==> config.mk <==
export PLATFORM = sky130hd
export DESIGN_NAME = salc_ram
export DESIGN_NICKNAME = d
export VERILOG_FILES = /design/src/rtl/salc_ram.sv
export SDC_FILE = /design/constraint.sdc
export NUM_CORES = 1
export LEC_CHECK = 0
export BUFFER_PORTS_ARGS = -buffer_cell sky130_fd_sc_hd__buf_2
export CORE_AREA = 2 2 107 109
export CTS_CLUSTER_DIAMETER = 60
export DETAILED_ROUTE_END_ITERATION = 10
export DIE_AREA = 0 0 109 111
export GPL_TIMING_DRIVEN = 1
export PLACE_DENSITY_LB_ADDON = 0.15
export RECOVER_POWER = 25
export SYNTH_ARGS = -nofsm -noshare
export SYNTH_HDL_FRONTEND = slang
export SYNTH_SLANG_ARGS = --single-unit
==> constraint.sdc <==
create_clock -name clk -period 4.5 [get_ports clk]
set_input_delay 0.45 -clock clk [delete_from_list [all_inputs] [get_ports clk]]
set_output_delay 0.45 -clock clk [all_outputs]
set_load 0.05 [all_outputs]
==> src/rtl/salc_ram.sv <==
module salc_ram #(
  parameter int WIDTH = 8,
  parameter int DEPTH = 16
) (
  input  logic                     clk,
  input  logic                     wr_en,
  input  logic [$clog2(DEPTH)-1:0] wr_addr,
  input  logic [WIDTH-1:0]         wr_data,
  input  logic                     rd_en,
  input  logic [$clog2(DEPTH)-1:0] rd_addr,
  output logic [WIDTH-1:0]         rd_data
);

  logic [WIDTH-1:0] mem [DEPTH];

  always_ff @(posedge clk) begin
    if (wr_en) begin
      mem[wr_addr] <= wr_data;
    end
    if (rd_en) begin
      rd_data <= mem[rd_addr];
    end
  end

endmodule

==> flow_summary.toml <==
[global_route]
grt_first_pass_wirelength_um = 15100
pin_count_of_the_biggest_net_entering_global_routing = 33
grt_pass1_vias = 2486
grt.total_usage_pct = 18.4
grt_remaining_overflow = 0
initial_antenna_violation_count = 0

[logic_synthesis]
synth_enable_flop_cells = 136
synth-seq-cells = 136
async_flop_share_pct = 0
postSynthCellCount = 229
post_synth_most_frequent_cells = "136 x sky130_fd_sc_hd__edfxtp_1, 18 x sky130_fd_sc_hd__mux4_2, 16 x sky130_fd_sc_hd__a22oi_1"
synth.most_common_cell = "sky130_fd_sc_hd__edfxtp_1"
synthesis.area_mm2 = 0.00523
syn_warnings = 0
synth.area.top_cells = "sky130_fd_sc_hd__edfxtp_1 78%, sky130_fd_sc_hd__mux4_2 7.8%, sky130_fd_sc_hd__mux4_1 7.0%"
synth_top_cell_area_share_pct = 78.1
netlist-cell-type-count = 18
yosys_most_used_dff = "sky130_fd_sc_hd__edfxtp_1"
yosysSeqAreaShare_pct = 78.1
synth_area_leader_cell = "sky130_fd_sc_hd__edfxtp_1"
synth.avg_cell_area_um2 = 22.8
synth.net_count = 248

[critical_path]
timing.critical_path.fanout_max = 32
required_ns = 4.66
kind_of_end_point_of_the_critical_path = "flip-flop"
critPathKind = "input port to flip-flop"
worst_setup_path_start_kind = "input port"
cp_data_arrival_time_ns = 2.25

[routing]
ant_nets_after_route = 0
drt_pass1_iterations = 5
drt_drc_violations_left = 0
route.vias.total = 2375
finalWirelength_um = 9800
route.detailed.wl_per_inst_um = 23.1
number_of_design_rule_violations_left_by_the_first_detailed_router_iteration = 208
drt-vias-per-instance = 5.60

[clock_tree]
ctsLongestPathBuffers = 2
cts.root.buffer_cell = "sky130_fd_sc_hd__clkbuf_16"
cts_inserted_buffers = 17
clk-insertion-delay-late_ns = 0.41
cts_post_setup_buffers_inserted = 0
tritoncts = "done"
cts_resized = 0
holdBufCountCts = 0
number_of_h_tree_branching_levels = 4
cts.sinks = 136
clkTransAtPathRegs_ns = 0.06

[floorplanning]
floorplan.die.width_um = 109
die-area_mm2 = 0.0121
io_pins = 27
floorplan.die.height_um = 111
rows = 39
floorplan.core_area_mm2 = 0.0111
initial_utilization_pct = 47.2

[sta]
setup_slack_ns = 2.41
final.setup.tns_ns = 0
fmax_mhz = 478
finalSetupViolations = 0
final.period_utilization_pct = 46.4
fin_crit_ns = 2.09
rsz0062_at_grt = "no"
worst_slew_pin_slew_ns = 1.06
slew_headroom_pct = 29.1
timing_max_transition_violations_final = 0
finalClockSkew_ns = 0.00487
final-hold-violation-count = 0

[placed_design]
post-place-cells = 392
dp_hpwl_um = 5860
pre_cts_ws_ns = 1.88
port_buffers = 26
gp_congestion = 0.725

[cells_and_area]
filler_instances = 837
ff_latch_area_mm2 = 0.00408
layout_cells_sized_above_1_pct = 25.3
instances_no_fill = 424
num-nets-final = 287
antenna_diode_count = 0
area_of_combinational_cells_with_multiple_inputs_mm2 = 0.00106
syn_to_final_growth_pct = 16.8

[job]
drv.max_cap_violation_count = 0

[pwr]
design_power_total_mw = 3.05
irDropWorstVdd_mv = 0.236
power.leakage_nw = 2.01
power.density_mw_per_mm2 = 500

[run_status]
outcome = "completed"

[min_path]
worstHoldPathType = "input port to flip-flop"
==> worst max-delay path, cell delays in order <==
cell and delay (ns):
sky130_fd_sc_hd__buf_2 0.79, sky130_fd_sc_hd__mux4_1 0.66, sky130_fd_sc_hd__a22oi_1 0.24, sky130_fd_sc_hd__nand2_1 0.09
==> final timing paths <==
path | from | to | slack (ns) | depth (start not counted)
worst max-delay path | rd_addr[0] | rd_data[2] | 2.41 | 4
worst min-delay path | rd_en | rd_data[3] | 0.42 | 1
worst max register to register | mem[15][6] | rd_data[6] | 3.04 | 3
worst min register to register | mem[0][5] | rd_data[5] | 0.75 | 3
==> final cells by class <==
class / instances / share of cell area [%]
sequential: 136 / 66.9
multi-input combinational: 83 / 17.3
clock buffer: 17 / 6.97
clock inverter: 15 / 3.40
tap: 143 / 2.93
timing repair buffer: 30 / 2.50
==> power by group <==
group	switching [mW]	internal, mW	total (mW)
logic	0.0923	0.0490	0.141
registers	0.00714	1.43	1.44
clock network	0.503	0.972	1.48
total	0.603	2.45	3.05
==> through the flow <==
stage	cell area, um^2	util [%]	hold WS (ns)
3_3_place_gp	5480	49.5	0.741
5_1_grt	6110	55.1	0.407
6_report	6110	55.1	0.419
3_5_place_dp	5480	49.5	0.746
2_1_floorplan	5230	-	0.549
4_1_cts	6110	55.2	0.407
==> placed cells by master (no fill, tap or decap), drive strengths merged <==
master / instances
edfxtp: 136
bufinv: 5
nor2: 13
clkbuf: 23
mux4: 32
nor2b: 1
clkinvlp: 5
nand3b: 2
nand2b: 2
clkinv: 5
buf: 24
or3b: 1
nor3: 4
nand2: 9
and2b: 1
a22oi: 16
and2: 1
nand3: 1
==> routing by layer <==
| layer | wire, um | up-vias | GRT usage [%] |
|---|---|---|---|
| li1 | - | 1059 | - |
| met1 | 4660 | 1255 | 27.1 |
| met2 | 4640 | 51 | 26.1 |
| met3 | 368 | 10 | 5.23 |
| met4 | 132 | 0 | 7.18 |
| met5 | 0 | - | 0 |
==> sequential cells by signal, summed over array words and instances, names as in the netlist <==
| signal | count |
|---|---|
| rd_data | 8 |
| mem | 128 |
==> kinds of logic (layout without fill, tap and decap cells) <==
group	after synthesis	in the layout	synth area share [%]
flops	136	136	78.1
simple gates	35	35	3.14
mux	32	32	14.8
compound gates	16	16	2.30
buf+inv	10	62	1.65
No activity file was read; power rests on OpenSTA's default activity.
