--- config.mk ---
export PLATFORM = sky130hd
export DESIGN_NAME = salc_set_update
export DESIGN_NICKNAME = d
export VERILOG_FILES = /design/src/rtl/salc_pkg.sv /design/src/rtl/salc_set_update.sv
export SDC_FILE = /design/constraint.sdc
export NUM_CORES = 1
export LEC_CHECK = 0
export BUFFER_PORTS_ARGS = -buffer_cell sky130_fd_sc_hd__buf_2
export CAP_MARGIN = 20
export CELL_PAD_IN_SITES_DETAIL_PLACEMENT = 1
export CELL_PAD_IN_SITES_GLOBAL_PLACEMENT = 2
export CORE_MARGIN = 8
export CORE_UTILIZATION = 23
export DETAILED_ROUTE_END_ITERATION = 16
export PLACE_DENSITY_LB_ADDON = 0.3
export SETUP_SLACK_MARGIN = 0.15
export SYNTH_ARGS = -nofsm -noshare
export SYNTH_HDL_FRONTEND = slang
export SYNTH_SLANG_ARGS = --single-unit
--- constraint.sdc ---
create_clock -name vclk -period 8.4
set_input_delay 0.84 -clock vclk [all_inputs]
set_output_delay 0.84 -clock vclk [all_outputs]
set_load 0.01 [all_outputs]
--- src/rtl/salc_pkg.sv ---
package salc_pkg;

  localparam int BLOCK_BYTES = 64;
  localparam int NUM_SETS    = 64;
  localparam int NUM_WAYS    = 4;
  localparam int ADDR_BITS   = 32;

  localparam int ADDR_W   = 32;
  localparam int SIZE_W   = 7;
  localparam int OFF_BITS = $clog2(BLOCK_BYTES);
  localparam int SET_BITS = $clog2(NUM_SETS);
  localparam int TAG_BITS = ADDR_BITS - OFF_BITS - SET_BITS;
  localparam int WAY_BITS = (NUM_WAYS > 1) ? $clog2(NUM_WAYS) : 1;
  localparam int AGE_BITS = 8;
  localparam logic [AGE_BITS-1:0] AGE_MAX = '1;

  // input command codes
  localparam logic CMD_CPU  = 1'b0;
  localparam logic CMD_FILL = 1'b1;

  // result destination codes
  localparam logic DEST_CPU = 1'b0;
  localparam logic DEST_MEM = 1'b1;

  // one RAM row holds a whole set
  typedef struct packed {
    logic [NUM_WAYS-1:0][TAG_BITS-1:0] tags;
    logic [NUM_WAYS-1:0]               valid;
    logic [NUM_WAYS-1:0][AGE_BITS-1:0] age;
  } row_t;

  typedef struct packed {
    logic hit;
    logic wr_en;
  } upd_t;

  typedef enum logic {
    ST_IDLE,
    ST_LOOKUP
  } state_t;

endpackage

--- src/rtl/salc_set_update.sv ---
module salc_set_update (
  input  logic                         cmd,
  input  logic [salc_pkg::TAG_BITS-1:0] tag,
  input  logic                         row_written,
  input  salc_pkg::row_t               rd_row,
  output salc_pkg::row_t               new_row,
  output salc_pkg::upd_t               status
);

  import salc_pkg::*;

  row_t                row;
  logic                hit;
  logic [WAY_BITS-1:0] hit_way;
  logic [WAY_BITS-1:0] victim;
  logic [AGE_BITS-1:0] best_age;
  logic [WAY_BITS-1:0] sel;

  // a row never written since reset reads as all invalid, age zero
  always_comb begin
    row = rd_row;
    if (!row_written) begin
      row.valid = '0;
      row.age   = '0;
    end
  end

  // parallel tag compare, lowest matching way wins
  always_comb begin
    hit     = 1'b0;
    hit_way = '0;
    for (int w = NUM_WAYS - 1; w >= 0; w--) begin
      if (row.valid[w] && row.tags[w] == tag) begin
        hit     = 1'b1;
        hit_way = WAY_BITS'(w);
      end
    end
  end

  // oldest way, ties to the highest index
  always_comb begin
    victim   = '0;
    best_age = '0;
    for (int w = 0; w < NUM_WAYS; w++) begin
      if (row.age[w] >= best_age) begin
        best_age = row.age[w];
        victim   = WAY_BITS'(w);
      end
    end
  end

  assign sel = hit ? hit_way : victim;

  always_comb begin
    new_row = row;
    for (int w = 0; w < NUM_WAYS; w++) begin
      if (row.age[w] != AGE_MAX) begin
        new_row.age[w] = row.age[w] + AGE_BITS'(1);
      end
    end
    new_row.age[sel] = '0;
    if (cmd == CMD_FILL && !hit) begin
      new_row.tags[sel]  = tag;
      new_row.valid[sel] = 1'b1;
    end
  end

  assign status.hit   = hit;
  assign status.wr_en = hit || (cmd == CMD_FILL);

endmodule

==> qor.yml <==
finish:
  fin_area_mm2: 0.00536
  fin_util_pct: 31.3
  clock_buffers: 0
  fillerInstances: 2191
  layout_commonest_cell: "buf_2"
  drive_gt1_share_pct: 45.1
  syn2layout_area_growth_pct: 34.3
  design.seq.count: 0
  nets: 901
  layout_common_cells: "buf_2, xor2_1, nand2_1"
  final-seq-area_um2: 0
  multi_input_area_mm2: 0.00369
detailed_routing:
  firstDrtPassIters: 4
  num_vias: 4589
  drcViolationCount: 0
  drt_iter0_drc: 97
  ant_nets: 0
  viasPerCell: 4.78
  wl_um: 19900
  wl_per_cell_um: 20.7
sta:
  min_period_over_period_pct: 92.1
  grt_setup_unrepaired: "no"
  slew_violations: 0
  setup_viol: 0
  clock.fmax_ghz: 0.129
  fin_crit_ns: 7.74
  worst_slack_ns: 0.663
  slew_headroom_pct: 57.3
  hold_violations: 0
  finalSetupTns_ns: 0
  worst_slew_pin_slew_ns: 0.636
  hold_slack_ns: 1.99
floorplan:
  ioPinCount: 256
  die_y_um: 148
  chipWidth_um: 148
  die_area_mm2: 0.0218
  rows: 48
  core_area_mm2: 0.0171
  start_util_pct: 23.3
run:
  cap_violations: 0
setup_path:
  worstPathArrival_ns: 6.90
  crit_required_ns: 7.56
  critical_path.max_fanout: 24
  critPathLaunchType: "input pin"
  critical_path_class: "in -> out"
  endpoint_kind: "output port"
placement:
  dp_hpwl_um: 17700
  place_area_mm2: 0.00535
  place.gp.congestion: 0.801
  dpl_worst_slack_ns: 0.384
  port_buffers: 256
yosys:
  synth_compound_area_share_pct: 7.99
  synth_top_family_by_area: "multiplexers"
  synth_xor_area_share_pct: 21.9
  yosysUniqueCellTypes: 53
  syn-mean-instance-area_um2: 7.78
  netlist_area_mm2: 0.00399
  synth_simple_gate_area_share_pct: 26.1
  synthesis.nets: 678
  synthAdderAreaFrac_pct: 8.46
  syn_inst: 513
  synth_mux_area_share_pct: 27.5
  ys_warn_count: 0
  ys_seq_area_share_pct: 0
global_route:
  antenna_found_initial: 2
  track_usage_pct: 17.3
  grt_pass1_vias: 5344
  grt_pass1_wl_um: 30200
  grt.overflow.total: 0
  grt_max_degree: 25
min_path:
  worst_hold_path.endpoint: "new_row[32]"
  hold_path.class: "in -> out"
  min_from: "rd_row[32]"
  hold_depth: 4
power_and_ir_drop:
  power_density_mw_per_mm2: 88.5
  p_leak_nw: 2.76
  irDropWorstVdd_mv: 0.0443
cts:
  holdBufCountCts: 0
run_status:
  run_status: "finished clean"
## where the power goes
part / total, W / leakage, nW / internal [W] / switching, W
sequential: 0 / 0 / 0 / 0
clock: 0.0000000000159 / 0.00000634 / 0.0000000000159 / 0
combinational: 0.000474 / 2.76 / 0.000211 / 0.000263
total: 0.000474 / 2.76 / 0.000211 / 0.000263
## metrics by stage
stage / power, W / std cells
6_report: 0.000474 / 960
5_1_grt: 0.000520 / 960
4_1_cts: 0.000484 / 959
3_5_place_dp: 0.000481 / 959
3_3_place_gp: 0.000472 / 959
2_1_floorplan: 0.000299 / 513
## worst max-delay path, cell delays in order
cell and delay (ns):
buf_2 0.32, buf_4 0.33, nand2_1 0.14, ha_1 0.29, a221oi_1 0.31, o21ai_0 0.15, o211ai_1 0.14, buf_4 0.25
mux2_2 0.37, ha_1 0.31, a21o_1 0.19, a21o_1 0.18, a221oi_1 0.24, buf_4 0.23, inv_1 0.13, nor2_1 0.12
a21oi_1 0.05, ha_1 0.30, a21o_1 0.16, a21o_1 0.17, a21oi_1 0.26, o41ai_4 0.17, nor3b_2 0.27, nand4_2 0.13
buf_4 0.27, mux2_1 0.38, buf_2 0.16
## layout make-up
type | instances | area share [%]
Multi-Input combinational cell | 454 | 68.8
Tap cell | 225 | 5.25
Antenna cell | 1 | 0.0467
Timing Repair Buffer | 261 | 24.6
Inverter | 19 | 1.33
## synth_stat cells, drive strengths merged
cell / n / area [µm²]
buf: 33 / 220
and3: 1 / 6.26
and2: 13 / 81.3
xnor2: 33 / 289
or4bb: 1 / 11.3
o21a: 2 / 15.0
a211o: 1 / 8.76
nor3: 14 / 81.3
xor2: 67 / 587
nand3b: 2 / 27.5
o21ai: 9 / 45.0
a31oi: 1 / 6.26
mux2i: 7 / 70.1
or4b: 1 / 10.0
or3: 1 / 6.26
o211ai: 1 / 7.51
or2: 1 / 6.26
nor3b: 3 / 27.5
clkbuf: 7 / 26.3
nand4b: 2 / 17.5
a211oi: 1 / 7.51
a21boi: 1 / 7.51
ha: 27 / 338
inv: 19 / 71.3
nor4b: 1 / 8.76
nand3: 11 / 60.1
nand2b: 6 / 37.5
o41ai: 1 / 27.5
a21oi: 23 / 115
mux2: 85 / 1030
nand2: 50 / 188
nor2: 40 / 153
a221oi: 2 / 17.5
and4: 2 / 17.5
a21o: 7 / 52.6
nor2b: 2 / 12.5
a31o: 1 / 8.76
nor4: 19 / 185
nand4: 15 / 106
## worst max-delay path by stage
stage                     slack (ns)         from          end  cells past startpoint
after floorplan                 0.83  row_written  new_row[67]                     30
after global placement          0.69  row_written  new_row[92]                     27
after detailed placement        0.38  row_written  new_row[92]                     26
after CTS                       0.34  row_written  new_row[92]                     26
after global routing            0.22  row_written  new_row[68]                     28
final                           0.66  row_written  new_row[68]                     27
## logic make-up (layout without fill, tap and decap cells)
kind of cell               count (synthesis)  count (layout)
AOI/OAI and AO/OA                         50              50
adders and majority gates                 27              27
buffers and inverters                     59             280
xor gates and xnor gates                 100             100
other                                      0               1
and+or+nand+nor                          185             185
muxes                                     92              92
## per-layer routing
layer	GRT usage, %	wire length, µm
met1	18.6	7760
met2	33.3	10400
met3	5.35	1610
met4	1.43	146
met5	0	13
## what timing repair did
item,CTS,global route
gates resized for setup,0,2
buffers inserted,0,0
endpoints found under the setup margin,0,21
Power figures use the tool's default switching activity.
